File: config.mk
export PLATFORM = sky130hd
export DESIGN_NAME = score_byte_player_flat
export DESIGN_NICKNAME = d
export VERILOG_FILES = /design/src/sv/sbp_pkg.sv /design/src/sv/sbp_if.sv /design/src/sv/sbp_in_stage.sv /design/src/sv/sbp_core.sv /design/src/sv/sbp_out_stage.sv /design/src/sv/score_byte_player.sv /design/src/flat_wrapper.sv
export SDC_FILE = /design/constraint.sdc
export NUM_CORES = 1
export LEC_CHECK = 0
export BUFFER_PORTS_ARGS = -buffer_cell sky130_fd_sc_hd__buf_2
export CAP_MARGIN = 5
export CORE_MARGIN = 2
export CORE_UTILIZATION = 53
export CTS_BUF_LIST = sky130_fd_sc_hd__clkbuf_8
export CTS_CLUSTER_DIAMETER = 100
export DETAILED_ROUTE_END_ITERATION = 8
export PLACE_DENSITY = 0.72
export SYNTH_ARGS = -nofsm -noshare
export SYNTH_HDL_FRONTEND = slang
export SYNTH_HIERARCHICAL = 1
export SYNTH_SLANG_ARGS = --single-unit
File: constraint.sdc
create_clock -name clk -period 2.8 [get_ports clk]
set_input_delay 0 -clock clk [delete_from_list [all_inputs] [get_ports clk]]
set_output_delay 0 -clock clk [all_outputs]
set_load 0.01 [all_outputs]
File: src/sv/sbp_pkg.sv
package sbp_pkg;

  // Number of tone channels that the score may address.
  localparam int CHANNELS = 3;
  localparam logic [4:0] CHAN_LIMIT = 5'(CHANNELS);

  // High nibble of a command byte.
  localparam logic [3:0] OPC_OFF    = 4'h8;
  localparam logic [3:0] OPC_ON     = 4'h9;
  localparam logic [3:0] OPC_REWIND = 4'hE;
  localparam logic [3:0] OPC_STOP   = 4'hF;

  typedef enum logic [2:0] {
    EV_NONE   = 3'd0,
    EV_ON     = 3'd1,
    EV_OFF    = 3'd2,
    EV_STOP   = 3'd3,
    EV_REWIND = 3'd4,
    EV_DELAY  = 3'd5
  } event_t;

  typedef enum logic [3:0] {
    MODE_CMD  = 4'b0001,
    MODE_DLO  = 4'b0010,
    MODE_NOTE = 4'b0100,
    MODE_WAIT = 4'b1000
  } mode_t;

  typedef struct packed {
    logic       operation;
    logic [7:0] score_byte;
  } item_t;

  typedef struct packed {
    logic [2:0] event_res;
    logic [1:0] channel;
    logic [6:0] note;
    logic       want_byte;
    logic       playing;
  } res_t;

endpackage

File: src/sv/sbp_if.sv
interface sbp_in_if;
  logic       valid;
  logic       ready;
  logic       operation;
  logic [7:0] score_byte;

  modport source (output valid, output operation, output score_byte, input ready);
  modport sink (input valid, input operation, input score_byte, output ready);
endinterface

interface sbp_out_if;
  logic       valid;
  logic       ready;
  logic [2:0] event_res;
  logic [1:0] channel;
  logic [6:0] note;
  logic       want_byte;
  logic       playing;

  modport source (output valid, output event_res, output channel, output note,
                  output want_byte, output playing, input ready);
  modport sink (input valid, input event_res, input channel, input note,
                input want_byte, input playing, output ready);
endinterface

File: src/sv/sbp_in_stage.sv
module sbp_in_stage (
  input  logic          clk,
  input  logic          rst_n,
  sbp_in_if.sink        in_ch,
  input  logic          advance,
  output logic          s1_valid,
  output sbp_pkg::item_t s1_item
);
  import sbp_pkg::*;

  logic  valid_r;
  item_t item_r;

  // The input register may take a new request whenever its content moves on.
  assign in_ch.ready = !valid_r || advance;

  always_ff @(posedge clk) begin
    if (!rst_n) begin
      valid_r <= 1'b0;
    end else if (in_ch.ready) begin
      valid_r <= in_ch.valid;
    end
  end

  always_ff @(posedge clk) begin
    if (in_ch.valid && in_ch.ready) begin
      item_r.operation  <= in_ch.operation;
      item_r.score_byte <= in_ch.score_byte;
    end
  end

  assign s1_valid = valid_r;
  assign s1_item  = item_r;
endmodule

File: src/sv/sbp_core.sv
module sbp_core (
  input  logic           clk,
  input  logic           rst_n,
  input  logic           fire,
  input  sbp_pkg::item_t s1_item,
  output sbp_pkg::res_t  res
);
  import sbp_pkg::*;

  mode_t       mode_r, mode_nxt;
  logic [7:0]  held_r, held_nxt;
  logic [14:0] delay_r, delay_nxt;
  logic [15:0] tick_r, tick_nxt;
  logic        play_r, play_nxt;
  event_t      ev;
  logic [1:0]  ch;
  logic [6:0]  nt;
  logic [3:0]  opc;
  logic [3:0]  cmd_chan;
  logic [3:0]  held_chan;

  assign opc       = s1_item.score_byte[7:4];
  assign cmd_chan  = s1_item.score_byte[3:0];
  assign held_chan = held_r[3:0];

  always_comb begin
    mode_nxt  = mode_r;
    held_nxt  = held_r;
    delay_nxt = delay_r;
    tick_nxt  = tick_r;
    play_nxt  = play_r;
    ev        = EV_NONE;
    ch        = 2'd0;
    nt        = 7'd0;
    if (play_r) begin
      if (s1_item.operation) begin
        // Ticks only count while a delay is running.
        if (mode_r == MODE_WAIT) begin
          if (tick_r > {1'b0, delay_r}) begin
            tick_nxt = 16'd0;
            mode_nxt = MODE_CMD;
          end else begin
            tick_nxt = tick_r + 16'd1;
          end
        end
      end else begin
        unique case (mode_r)
          MODE_CMD: begin
            if (!s1_item.score_byte[7]) begin
              held_nxt = s1_item.score_byte;
              mode_nxt = MODE_DLO;
            end else begin
              unique case (opc)
                OPC_OFF: begin
                  if ({1'b0, cmd_chan} < CHAN_LIMIT) begin
                    ev = EV_OFF;
                    ch = cmd_chan[1:0];
                  end
                end
                OPC_ON: begin
                  held_nxt = s1_item.score_byte;
                  mode_nxt = MODE_NOTE;
                end
                OPC_STOP: begin
                  play_nxt = 1'b0;
                  ev       = EV_STOP;
                end
                OPC_REWIND: begin
                  delay_nxt = 15'd0;
                  tick_nxt  = 16'd0;
                  mode_nxt  = MODE_WAIT;
                  ev        = EV_REWIND;
                end
                default: begin
                  // Unknown opcodes are skipped.
                end
              endcase
            end
          end
          MODE_DLO: begin
            delay_nxt = {held_r[6:0], s1_item.score_byte};
            tick_nxt  = 16'd0;
            mode_nxt  = MODE_WAIT;
            ev        = EV_DELAY;
          end
          MODE_NOTE: begin
            if ({1'b0, held_chan} < CHAN_LIMIT) begin
              ev = EV_ON;
              ch = held_chan[1:0];
              nt = s1_item.score_byte[6:0];
            end
            mode_nxt = MODE_CMD;
          end
          MODE_WAIT: begin
            // Bytes that arrive during a delay are dropped.
          end
          default: begin
            mode_nxt = MODE_CMD;
          end
        endcase
      end
    end
  end

  assign res.event_res = ev;
  assign res.channel   = ch;
  assign res.note      = nt;
  assign res.want_byte = play_nxt && (mode_nxt != MODE_WAIT);
  assign res.playing   = play_nxt;

  always_ff @(posedge clk) begin
    if (!rst_n) begin
      mode_r  <= MODE_CMD;
      held_r  <= 8'd0;
      delay_r <= 15'd0;
      tick_r  <= 16'd0;
      play_r  <= 1'b1;
    end else if (fire) begin
      mode_r  <= mode_nxt;
      held_r  <= held_nxt;
      delay_r <= delay_nxt;
      tick_r  <= tick_nxt;
      play_r  <= play_nxt;
    end
  end
endmodule

File: src/sv/sbp_out_stage.sv
module sbp_out_stage (
  input  logic          clk,
  input  logic          rst_n,
  input  logic          fire,
  input  sbp_pkg::res_t res,
  output logic          advance,
  sbp_out_if.source     out_ch
);
  import sbp_pkg::*;

  logic valid_r;
  res_t res_r;

  // A new result may enter when the register is empty or is being drained.
  assign advance = !valid_r || out_ch.ready;

  always_ff @(posedge clk) begin
    if (!rst_n) begin
      valid_r <= 1'b0;
    end else if (advance) begin
      valid_r <= fire;
    end
  end

  always_ff @(posedge clk) begin
    if (fire) begin
      res_r <= res;
    end
  end

  assign out_ch.valid     = valid_r;
  assign out_ch.event_res = res_r.event_res;
  assign out_ch.channel   = res_r.channel;
  assign out_ch.note      = res_r.note;
  assign out_ch.want_byte = res_r.want_byte;
  assign out_ch.playing   = res_r.playing;
endmodule

File: src/sv/score_byte_player.sv
// A request is held in the input register, then its result in the output register.
// Throughput: one request per cycle unless out_ch.ready stalls the output; both
// registers pass on their content in the same cycle that they take a new one.
// Reset (rst_n low at a clock edge) empties both registers, returns the parser
// to expecting a command byte, clears the delay and tick count and sets playing.
module score_byte_player (
  input  logic      clk,
  input  logic      rst_n,
  sbp_in_if.sink    in_ch,
  sbp_out_if.source out_ch
);
  import sbp_pkg::*;

  logic  s1_valid;
  item_t s1_item;
  logic  advance;
  logic  fire;
  res_t  res;

  assign fire = s1_valid && advance;

  sbp_in_stage u_in (
    .clk      (clk),
    .rst_n    (rst_n),
    .in_ch    (in_ch),
    .advance  (advance),
    .s1_valid (s1_valid),
    .s1_item  (s1_item)
  );

  sbp_core u_core (
    .clk     (clk),
    .rst_n   (rst_n),
    .fire    (fire),
    .s1_item (s1_item),
    .res     (res)
  );

  sbp_out_stage u_out (
    .clk     (clk),
    .rst_n   (rst_n),
    .fire    (fire),
    .res     (res),
    .advance (advance),
    .out_ch  (out_ch)
  );

  a_want_needs_play: assert property (@(posedge clk) disable iff (!rst_n)
    out_ch.valid |-> !(out_ch.want_byte && !out_ch.playing))
    else $error("want_byte reported while stopped");

  a_stop_clears_play: assert property (@(posedge clk) disable iff (!rst_n)
    (out_ch.valid && out_ch.event_res == EV_STOP) |-> !out_ch.playing)
    else $error("stop event with playing still set");

  a_on_chan_range: assert property (@(posedge clk) disable iff (!rst_n)
    (out_ch.valid && (out_ch.event_res == EV_ON || out_ch.event_res == EV_OFF))
      |-> ({3'b0, out_ch.channel} < CHAN_LIMIT))
    else $error("note event on a channel out of range");

  a_stopped_is_silent: assert property (@(posedge clk) disable iff (!rst_n)
    (out_ch.valid && out_ch.ready && !out_ch.playing && out_ch.event_res != EV_STOP)
      |-> out_ch.event_res == EV_NONE)
    else $error("event reported after stop");
endmodule
File: src/flat_wrapper.sv
// flat-port wrapper written by rule: the top's interface ports become plain ports
module score_byte_player_flat import sbp_pkg::*;
  (clk, rst_n, in_ch_valid, in_ch_operation, in_ch_score_byte, in_ch_ready, out_ch_valid, out_ch_event_res, out_ch_channel, out_ch_note, out_ch_want_byte, out_ch_playing, out_ch_ready);
  sbp_in_if in_ch_i ();
  sbp_out_if out_ch_i ();
  input  logic clk;
  input  logic rst_n;
  input wire logic [$bits(in_ch_i.valid)-1:0] in_ch_valid;
  input wire logic [$bits(in_ch_i.operation)-1:0] in_ch_operation;
  input wire logic [$bits(in_ch_i.score_byte)-1:0] in_ch_score_byte;
  output wire logic [$bits(in_ch_i.ready)-1:0] in_ch_ready;
  output wire logic [$bits(out_ch_i.valid)-1:0] out_ch_valid;
  output wire logic [$bits(out_ch_i.event_res)-1:0] out_ch_event_res;
  output wire logic [$bits(out_ch_i.channel)-1:0] out_ch_channel;
  output wire logic [$bits(out_ch_i.note)-1:0] out_ch_note;
  output wire logic [$bits(out_ch_i.want_byte)-1:0] out_ch_want_byte;
  output wire logic [$bits(out_ch_i.playing)-1:0] out_ch_playing;
  input wire logic [$bits(out_ch_i.ready)-1:0] out_ch_ready;
  assign in_ch_i.valid = in_ch_valid;
  assign in_ch_i.operation = in_ch_operation;
  assign in_ch_i.score_byte = in_ch_score_byte;
  assign in_ch_ready = in_ch_i.ready;
  assign out_ch_valid = out_ch_i.valid;
  assign out_ch_event_res = out_ch_i.event_res;
  assign out_ch_channel = out_ch_i.channel;
  assign out_ch_note = out_ch_i.note;
  assign out_ch_want_byte = out_ch_i.want_byte;
  assign out_ch_playing = out_ch_i.playing;
  assign out_ch_i.ready = out_ch_ready;
  score_byte_player u_core (.clk(clk), .rst_n(rst_n), .in_ch(in_ch_i), .out_ch(out_ch_i));
endmodule
# [Word level (Yosys, flattened, before mapping)]
# Cells that the tools add are included.
[totals] inputBits=13 elab_cells=84 out_inout_bits=16 ff_bits=68
[op_classes] n_reduce_logical=14 bitwise_logic=4 n_eq_ne=15 n_lt_le_gt_ge=3 add_sub_neg=1 n_mux=33
[op_table] operator="16-bit 2-to-1 mux" count=5
[op_table] operator="16-bit case mux with 2 select lines" count=1
[op_table] operator="15-bit 2-to-1 mux" count=2
[op_table] operator="15-bit case mux with 2 select lines" count=1
[op_table] operator="4-bit equality test (second input constant)" count=5
[op_table] operator="4-bit 2-to-1 mux" count=5
[op_table] operator="3-bit case mux with 3 select lines" count=2
[op_table] operator="16-bit by 1-bit adder with 16-bit output (second input constant)" count=1
[op_table] operator="16-bit by 15-bit greater-than comparator with 1-bit output" count=1
[op_table] operator="7-bit 2-to-1 mux" count=2
[op_table] operator="4-bit case mux with 3 select lines" count=1
[op_table] operator="6-bit AND reduction" count=2
[op_table] operator="2-bit 2-to-1 mux" count=5
[op_table] operator="4-bit by 2-bit < comparator with 1-bit output (second input constant)" count=2
[op_table] operator="4-bit case mux with 2 select lines" count=1
[op_table] operator="1-bit 2-to-1 mux" count=6
[op_table] operator="3-bit by 1-bit != test with 1-bit output (second input constant)" count=2
[op_table] operator="5-bit AND reduction" count=1
[op_table] operator="4-bit by 1-bit equality test with 1-bit output (second input constant)" count=1
[op_table] operator="4-bit by 2-bit equality test with 1-bit output (second input constant)" count=1
[op_table] operator="4-bit by 3-bit equality test with 1-bit output (second input constant)" count=1
[op_table] operator="2-bit by 1-bit != test with 1-bit output (second input constant)" count=2
[op_table] operator="2-bit != test (second input constant)" count=2
[op_table] operator="4-bit != test (second input constant)" count=1
[op_table] operator="10 further kinds" count=17

# [Logic depth before layout (Yosys ltp)]
# Gate-level depths: netlist (run 1).
[depth] word_depth=8 ltp_mapped=9 depth_no_buf=8

# [Hierarchy]
# Netlist (run 1), hierarchy kept.
[by_module_without_submodules] module="sbp_core" cells_per_inst=308 n_inst=1 seq_area_each_um2=860.8 area_each_um2=2612.5
[by_module_without_submodules] module="sbp_out_stage" cells_per_inst=18 n_inst=1 seq_area_each_um2=440.4 area_each_um2=469.2
[by_module_without_submodules] module="sbp_in_stage" cells_per_inst=14 n_inst=1 seq_area_each_um2=290.3 area_each_um2=327.8
[by_module_without_submodules] module="score_byte_player" cells_per_inst=1 n_inst=1 seq_area_each_um2=0.0 area_each_um2=6.3

# [Least setup slack after synthesis (run 1)]
# No wires, ideal clock.
[synth_path] path_type="reg2reg" from="register u_core.u_core.delay_r[13]" to="register u_core.u_out.res_r, in the netlist u_core/u_out/out_ch.want_byte, data pin" t_required_ns=2.539 t_arrival_ns=2.002 path_slack_ns=0.537 period_less_slack_ns=2.263 stages_incl_launch_ff=9 cell_sequence="dfxtp_1 -> inv_1 -> ha_1 -> a21o_1 -> a211oi_1 -> o21ai_1 -> o31ai_2 -> nor2_1 -> o311a_1"
[synth_rtl] item="start, declared" line="sbp_core.sv:12" rtl="logic [14:0] delay_r, delay_nxt;"
[synth_rtl] item="start signal, assigned" line="sbp_core.sv:121" rtl="delay_r <= delay_nxt;"
[synth_rtl] item="end signal, assigned" line="sbp_out_stage.sv:27" rtl="res_r <= res;"
[synth_rtl] item="end, declared" line="sbp_out_stage.sv:12" rtl="res_t res_r;"

# [Worst setup path in the final report (run 1)]
[layout_path] from="register u_core.u_core.delay_r[14]" to="register u_core.u_core.tick_r[8]"
[layout_via] elab_chain_len=4
[layout_lines] item="16-bit by 15-bit greater-than comparator with 1-bit output" line="sbp_core.sv:39" rtl="if (tick_r > {1'b0, delay_r}) begin"
[layout_lines] item="16-bit 2-to-1 mux" line="sbp_core.sv:39"
[layout_lines] item="16-bit 2-to-1 mux" line="sbp_core.sv:38" rtl="if (mode_r == MODE_WAIT) begin"
[layout_lines] item="16-bit 2-to-1 mux" line="sbp_core.sv:36" rtl="if (s1_item.operation) begin"
[layout_lines] item="end signal, assigned" line="sbp_core.sv:122" rtl="tick_r <= tick_nxt;"
[layout_lines] item="end, declared" line="sbp_core.sv:13" rtl="logic [15:0] tick_r, tick_nxt;"
# Every way passes these cells. The select of a mux whose other input is x is not followed.
# A chain may end at the register's enable or synchronous reset.

==> results of run 1 <==
[layout by cell type, fill, tap and decap left out, types with 14 or more instances in the layout]
| master | instances |
|---|---|
| ha_1 | 16 |
| nand2_1 | 22 |
| nor2_1 | 23 |
| nor2b_1 | 29 |
| buf_2 | 28 |
| dfxtp_1 | 45 |
| a22oi_1 | 18 |
| inv_1 | 20 |
| nand3_1 | 14 |
| edfxtp_1 | 23 |
[state kept, by name, indices dropped and copies added (netlist names)]
name                           flops
u_core/u_core/delay_r             15
u_core/u_core/held_r               7
u_core/u_core/mode_r               4
u_core/u_core/play_r               1
u_core/u_core/tick_r              16
u_core/u_in/s1_item                9
u_core/u_in/s1_valid               1
u_core/u_out/out_ch.channel        2
u_core/u_out/out_ch.event_res      3
u_core/u_out/out_ch.note           7
u_core/u_out/out_ch.playing        1
u_core/u_out/out_ch.valid          1
u_core/u_out/out_ch.want_byte      1
[worst paths after layout]
check / cells after the start / end / slack (ns)
max reg2reg: 9 / u_core/u_core/tick_r[8] / 0.51
min: 2 / u_core/u_core/play_r / 0.20
max: 9 / u_core/u_core/tick_r[8] / 0.51
min reg2reg: 2 / u_core/u_out/out_ch.valid / 0.51
[cell families after synthesis]
family,Yosys count,synth area share
buffers and inverters,37,0.04615
AO/OA/AOI/OAI,60,0.1370
multiplexers,7,0.02051
AND/OR/NAND/NOR,141,0.2410
flip-flops,68,0.4659
adder cells (fa/ha/maj),16,0.05861
XOR/XNOR,12,0.03077
[stage by stage]
step	setup slack, ns	util	cell area [um^2]	hold slack [ns]	cells
detailed placement	0.5275	0.5752	3611	0.1781	435
floorplan	0.5369	-	3416	0.09887	341
global route	0.2964	0.6323	3969	0.2351	462
finish	0.5129	0.6323	3969	0.1980	462
CTS	0.4942	0.6323	3969	0.1579	462
global placement	0.6050	0.5752	3611	0.1766	435
[metal layers]
layer	track usage	vias to the layer above
li1	-	1301
met1	0.2677	1208
met2	0.3608	64
met3	0.05211	2
met4	0.08798	0
met5	0	-
[cell type report]
cell class / count / area [um^2] / area share
clock buffer: 9 / 123.9 / 0.03121
clock inverter: 7 / 123.9 / 0.03121
inverter: 21 / 78.83 / 0.01986
multi-input combinational: 236 / 1667 / 0.4199
sequential: 68 / 1592 / 0.4010
tap: 77 / 96.34 / 0.02427
timing repair buffer: 44 / 287.8 / 0.07251
[power groups by stage]
stage | registers [W] | clock network (W) | logic, W
after global routing | 0.00107 | 0.00104 | 0.000130
after CTS | 0.00106 | 0.00101 | 0.000119
after global placement | 0.00109 | 0 | 0.000105
after floorplan | 0.00108 | 0 | 0.0000771
final | 0.00106 | 0.000977 | 0.000120
after detailed placement | 0.00109 | 0 | 0.000107
[critical path, cell delays in order (launching register included)]
cell and delay (ns):
dfxtp_1 0.34, inv_1 0.05, ha_1 0.29, nand4b_1 0.17, nor4_1 0.36, a21boi_1 0.24
o31ai_2 0.08, buf_4 0.17, o211ai_2 0.36, nor2_1 0.10
==> results.txt, run 1 <==
----------------------------------------------------
[Detailed routing]
  Top routing layer in use ... met4
  Violation count after the first detailed-route iteration ... approximately 180
  Final wirelength ... roughly 7000 um
  Met2 wire len ... 3456 um
  Post-detailed-route count of antenna-violating nets ... 0
  Metal1 wirelength ... 3148 um
  Detailed-route vias per instance ... between 5 and 6
  Met3 WL post-DR ... around 350 um
  Total number of vias ... approximately 2600
  Routed wirelength normalized by instance count ... about 15 um
  Post-route DRC violation count ... 0
  Pre-Repair DR Iteration Count ... 5

[Die]
  Initial Util ... 0.5441
  DIE HEIGHT ... ~84 um
  Number of core rows ... 29
  Area enclosed by the die boundary ... a little over 7000 um^2
  Chip width ... 84.28 um
  IO Count ... 29
  Core area ... approximately 6300 um^2

[Clock network]
  Clk sink count ... 68
  H-tree depth reported by CTS ... 3
  Resize count post-CTS ... 0
  Maximum number of buffers from clock root to sink ... 2
  Number of buffers inserted during clock tree synthesis ... 9
  Skew-Pair Late Insertion Delay ... between 0.3 and 0.4 ns
  Clk root buf ... clkbuf_8
  CTS tree ... yes
  Number of hold-repair buffers added at the cts stage ... 11
  Reg clk slew, reported paths ... about 0.07 ns
  Number of setup buffers added after CTS ... 0

[Worst setup path]
  Worst Path Class, Setup ... reg2reg
  Kind of launch point of the worst setup path ... flip-flop
  Beginning of the critical path ... u_core/u_core/delay_r[14]
  Critical Path AT ... 2.52 ns
  Critical Path RT ... approximately 3 ns
  Worst reg2reg startpoint ... u_core/u_core/delay_r[14]
  Crit path max fanout ... 9
  Crit end category ... flip-flop

[Min path]
  Hold Path Class ... in2reg
  Hold path start ... rst_n

[STA]
  Unrepaired setup endpoints after global routing ... false
  Actual slew at the worst max-slew pin ... around 0.68 ns
  Time the worst path needs with I/O delays and setup ... between 2 and 2.5 ns
  Maximum achievable frequency ... around 440 MHz
  Worst rel slew slack ... 0.5451
  Total negative slack ... 0 ns
  Hold Violations, Final ... 0
  Setup Skew ... around 0.0069 ns
  Number of pins exceeding their max-slew limit in the final report ... 0
  Setup Viol. Count Final ... 0
  Post-route clock period utilization ... 0.8168

[Synth]
  Net Count, Synth ... 370
  Sequential fraction of the synthesis area ... 0.4659
  Post-synthesis cell count ... 341
  Share of Yosys cell area claimed by the top area cell type ... 0.2637
  Number of warnings printed during yosys synthesis ... 6
  Number of different library cells in the post-synthesis netlist ... 57
  Top flip-flop cell by instance count after synthesis ... dfxtp_1
  Most area-hungry cell type in the Yosys netlist ... dfxtp_1
  Number of enable flip-flop cells after synthesis ... 23
  Post-synth design cell area ... about 3400 um^2
  Average instance area after synthesis ... 10.02 um^2
  Cell with the most instances after synthesis ... dfxtp_1
  Flops & latches, synth ... just under 70
  Top cell types by occurrence after synthesis ... 45 x dfxtp_1, 29 x nor2b_1, 23 x edfxtp_1, 23 x nor2_1, 22 x nand2_1
  Top area cells in the synthesized netlist ... dfxtp_1 26%, edfxtp_1 20%, ha_1 5.9%, nor2b_1 5.3%, a22oi_1 4.0%
  Post-synth ARST share ... 0

[Global route]
  Global-route wire length before repair ... around 12000 um
  Number of antenna violations at the first check in global routing ... 0
  Via count of the first global-routing pass ... approximately 2600
  Global Route Usage Sum ... 0.2156
  Maximum number of pins on one net before global-route repair ... 43
  Total grt overflow ... 0

[Final layout]
  FILL cells ... about 520
  Fraction of layout instances using a drive strength above 1 ... 0.1766
  Final-stage net count ... 409
  Count of inserted antenna diode cells ... 0
  Area growth from synthesis to layout ... 16.19%

[Power]
  Cell area power density ... 544.3 nW/um^2
  Switching fraction of total power ... 0.2162
  Leakage Power ... 1.423 nW
  Sum of internal, switching and leakage power ... 0.002160 W
  Cell internal power dissipation ... 0.001693 W
  Gate power share ... 0.055
  Sequential Power Share ... 0.492
  Clk network pwr share ... 0.452
  Max IR drop VDD ... between 0.4 and 0.5 mV
  Switching Power ... approximately 0.00047 W

[Placement]
  Weighted congestion reported at the end of routability-driven placement ... approximately 0.85
  Post-DP HPWL ... around 4900 um
  I/O Buffers ... 28

[Run status]
  Result of the run ... completed

[Run]
  Reported max-cap violation count ... 0

----------------------------------------------------
No activity file was read; power rests on OpenSTA's default activity.
==> run 2, diff against run 1 <==
Settings changed: PLACE_DENSITY 0.72 to 0.75.
Clock period 2.8 ns to 1.9 ns, I/O delays scaled along.
==> results.txt, run 2 (synthesis results as in run 1) <==
----------------------------------------------------
[Run status]
  Result of the run ... finished with violations (was completed)
  Violations in the final reports ... negative setup slack

[Final layout]
  Most common cell after layout, fill and taps aside ... buf_4 (was dfxtp_1)
  Final-stage net count ... 458 (was 409)
  Register name with the most flops ... u_core/u_core/tick_r (unchanged)
  Count of inserted antenna diode cells ... 0 (unchanged)
  Fraction of layout instances using a drive strength above 1 ... 0.3664 (was 0.1766)
  Design area ... 4514 um^2 (was 3969 um^2)
  Top library cells by usage in the layout, fill and taps aside ... 51 x buf_4, 32 x dfxtp_1, 28 x buf_2, 28 x nor2b_1, 23 x edfxtp_1 (was 45 x dfxtp_1, 29 x nor2b_1, 28 x buf_2)
  Number of flip-flops in the largest register ... 16 (unchanged)
  Area growth from synthesis to layout ... 32.16% (was 16.19%)

[Placement]
  Weighted congestion reported at the end of routability-driven placement ... 0.8711 (was 0.8453)
  Post-DP HPWL ... 5715 um (was 4851 um)
  Placed instance area ... 4015 um^2 (was 3611 um^2)
  I/O Buffers ... 28 (unchanged)

[Worst setup path]
  Beginning of the critical path ... u_core/u_core/delay_r[13] (was u_core/u_core/delay_r[14])
  Worst reg2reg setup slack ... -0.20 ns (was 0.51 ns)
  Kind of launch point of the worst setup path ... flip-flop (unchanged)
  Worst Path Class, Setup ... reg2reg (unchanged)
  Critical Path RT ... 2.00 ns (was 3.03 ns)
  Crit path max fanout ... 4 (was 9)
  Worst reg2reg startpoint ... u_core/u_core/delay_r[13] (was u_core/u_core/delay_r[14])
  Crit end category ... flip-flop (unchanged)
  Critical Path AT ... 2.20 ns (was 2.52 ns)

[Detailed routing]
  Final wirelength ... 8949 um (was 6985 um)
  Routed wirelength normalized by instance count ... 17.51 um (was 15.12 um)
  Post-route DRC violation count ... 0 (unchanged)
  Pre-Repair DR Iteration Count ... 4 (was 5)
  Total number of vias ... 2962 (was 2575)
  Detailed-route vias per instance ... 5.796 (was 5.574)
  Post-detailed-route count of antenna-violating nets ... 0 (unchanged)
  Violation count after the first detailed-route iteration ... 175 (was 179)

[Die]
  Core area ... 6277 um^2 (unchanged)
  IO Count ... 29 (unchanged)
  Initial Util ... 0.5441 (unchanged)
  Number of core rows ... 29 (unchanged)
  DIE HEIGHT ... 84.28 um (unchanged)
  Chip width ... 84.28 um (unchanged)
  Area enclosed by the die boundary ... 7103 um^2 (unchanged)

[STA]
  Actual slew at the worst max-slew pin ... 0.5048 ns (was 0.6823 ns)
  Post-route clock period utilization ... 1.107 (was 0.8168)
  Setup WS post-layout ... -0.2029 ns (was 0.5129 ns)
  Time the worst path needs with I/O delays and setup ... 2.103 ns (was 2.287 ns)
  Hold Violations, Final ... 0 (unchanged)
  Number of pins exceeding their max-slew limit in the final report ... 0 (unchanged)
  Maximum achievable frequency ... 475.5 MHz (was 437.2 MHz)
  Worst rel slew slack ... 0.6635 (was 0.5451)
  Setup Skew ... 0.003794 ns (was 0.006915 ns)
  Setup Viol. Count Final ... 21 (was 0)
  Unrepaired setup endpoints after global routing ... true (was false)

[Power]
  Max IR drop VDD ... 0.7033 mV (was 0.4054 mV)
  Switching fraction of total power ... 0.2419 (was 0.2162)
  Sum of internal, switching and leakage power ... 0.002966 W (was 0.002160 W)
  Switching Power ... 0.0007175 W (was 0.0004670 W)
  Leakage Power ... 1.709 nW (was 1.423 nW)
  Clk network pwr share ... 0.394 (was 0.452)
  Sequential Power Share ... 0.527 (was 0.492)
  Cell area power density ... 657.0 nW/um^2 (was 544.3 nW/um^2)
  Gate power share ... 0.079 (was 0.055)
  Cell internal power dissipation ... 0.002248 W (was 0.001693 W)

[Clock network]
  Maximum number of buffers from clock root to sink ... 2 (unchanged)
  Clk root buf ... clkbuf_8 (unchanged)
  CTS tree ... yes (unchanged)
  Clk sink count ... 68 (unchanged)
  Number of buffers inserted during clock tree synthesis ... 9 (unchanged)
  Reg clk slew, reported paths ... 0.07 ns (about the same)
  Skew-Pair Late Insertion Delay ... 0.35 ns (about the same)
  H-tree depth reported by CTS ... 3 (unchanged)

[Global route]
  Via count of the first global-routing pass ... 2953 (was 2568)
  Global Route Usage Sum ... 0.2529 (was 0.2156)
  Total grt overflow ... 0 (unchanged)
  Number of antenna violations at the first check in global routing ... 0 (unchanged)
  Global-route wire length before repair ... 14030 um (was 12000 um)
  Maximum number of pins on one net before global-route repair ... 30 (was 43)

[Min path]
  Hold path start ... rst_n (unchanged)
  Hold Path Class ... in2reg (unchanged)

[Run]
  Reported max-cap violation count ... 0 (unchanged)

----------------------------------------------------
-- run 2: cell types whose count changed in the layout (fill, tap and decap cells not counted), sizes merged --
cell | previous run | this run
clkinvlp | 1 | 3
buf | 33 | 82
bufinv | 3 | 1
-- run 2: power groups by stage --
stage,Combinational [W],Clock (W),Sequential [W]
after global placement,0.000202,0,0.00159
after detailed placement,0.000206,0,0.00159
after CTS,0.000229,0.00119,0.00156
after global routing,0.000252,0.00125,0.00157
after floorplan,0.000115,0,0.00159
final,0.000235,0.00117,0.00156
-- run 2: critical path, stage by stage, from the launching register on --
cell	delay (ns)
dfxtp_2	0.34
inv_2	0.04
ha_4	0.21
a21o_1	0.16
a211oi_2	0.24
o21ai_2	0.11
o31ai_4	0.38
nor2_2	0.08
o311a_1	0.30
-- run 2: final timing paths --
check                                                endpoint  cells past startpoint
worst max-delay path            u_core/u_out/out_ch.want_byte                      8
worst min-delay path                     u_core/u_core/play_r                      2
worst max register to register  u_core/u_out/out_ch.want_byte                      8
worst min register to register           u_core/u_in/s1_valid                      2
-- run 2: layer usage --
layer	up-vias	GRT usage	share of wire
li1	1399	-	-
met1	1420	0.3107	0.41
met2	101	0.4199	0.50
met3	42	0.05113	0.053
met4	0	0.1320	0.044
met5	-	0	0
-- run 2: area by class of cell --
class                   instances  area [um^2]
clock buffers                   9        123.9
clock inverters                 7        68.82
fillers                       446         1763
inverters                      21        78.83
multi-input cells             236         1854
flip-flops and latches         68         1608
well taps                      77        96.34
repair buffers                 93        684.4
-- run 2: what timing repair did --
item | 4_1_cts | 5_1_grt
hold buffers | 11 | 0
buffers inserted | 1 | 2
gates resized for setup | 23 | 20
endpoints found under the hold margin | 11 | 0
cloned | 0 | 0
pin swaps | 18 | 4
setup endpoints to repair | 21 | 39
-- run 2: per-stage QoR --
step | setup TNS [ns] | util | hold slack [ns] | setup slack, ns | cells
final | -2.542 | 0.7192 | 0.1259 | -0.2029 | 511
after detailed placement | -3.949 | 0.6396 | 0.1785 | -0.2844 | 481
after global placement | -2.259 | 0.6396 | 0.1776 | -0.1672 | 481
after global routing | -4.837 | 0.7192 | 0.1485 | -0.2895 | 511
after floorplan | -0.8513 | - | 0.09887 | -0.1006 | 341
after CTS | -1.104 | 0.7054 | 0.1198 | -0.1574 | 509
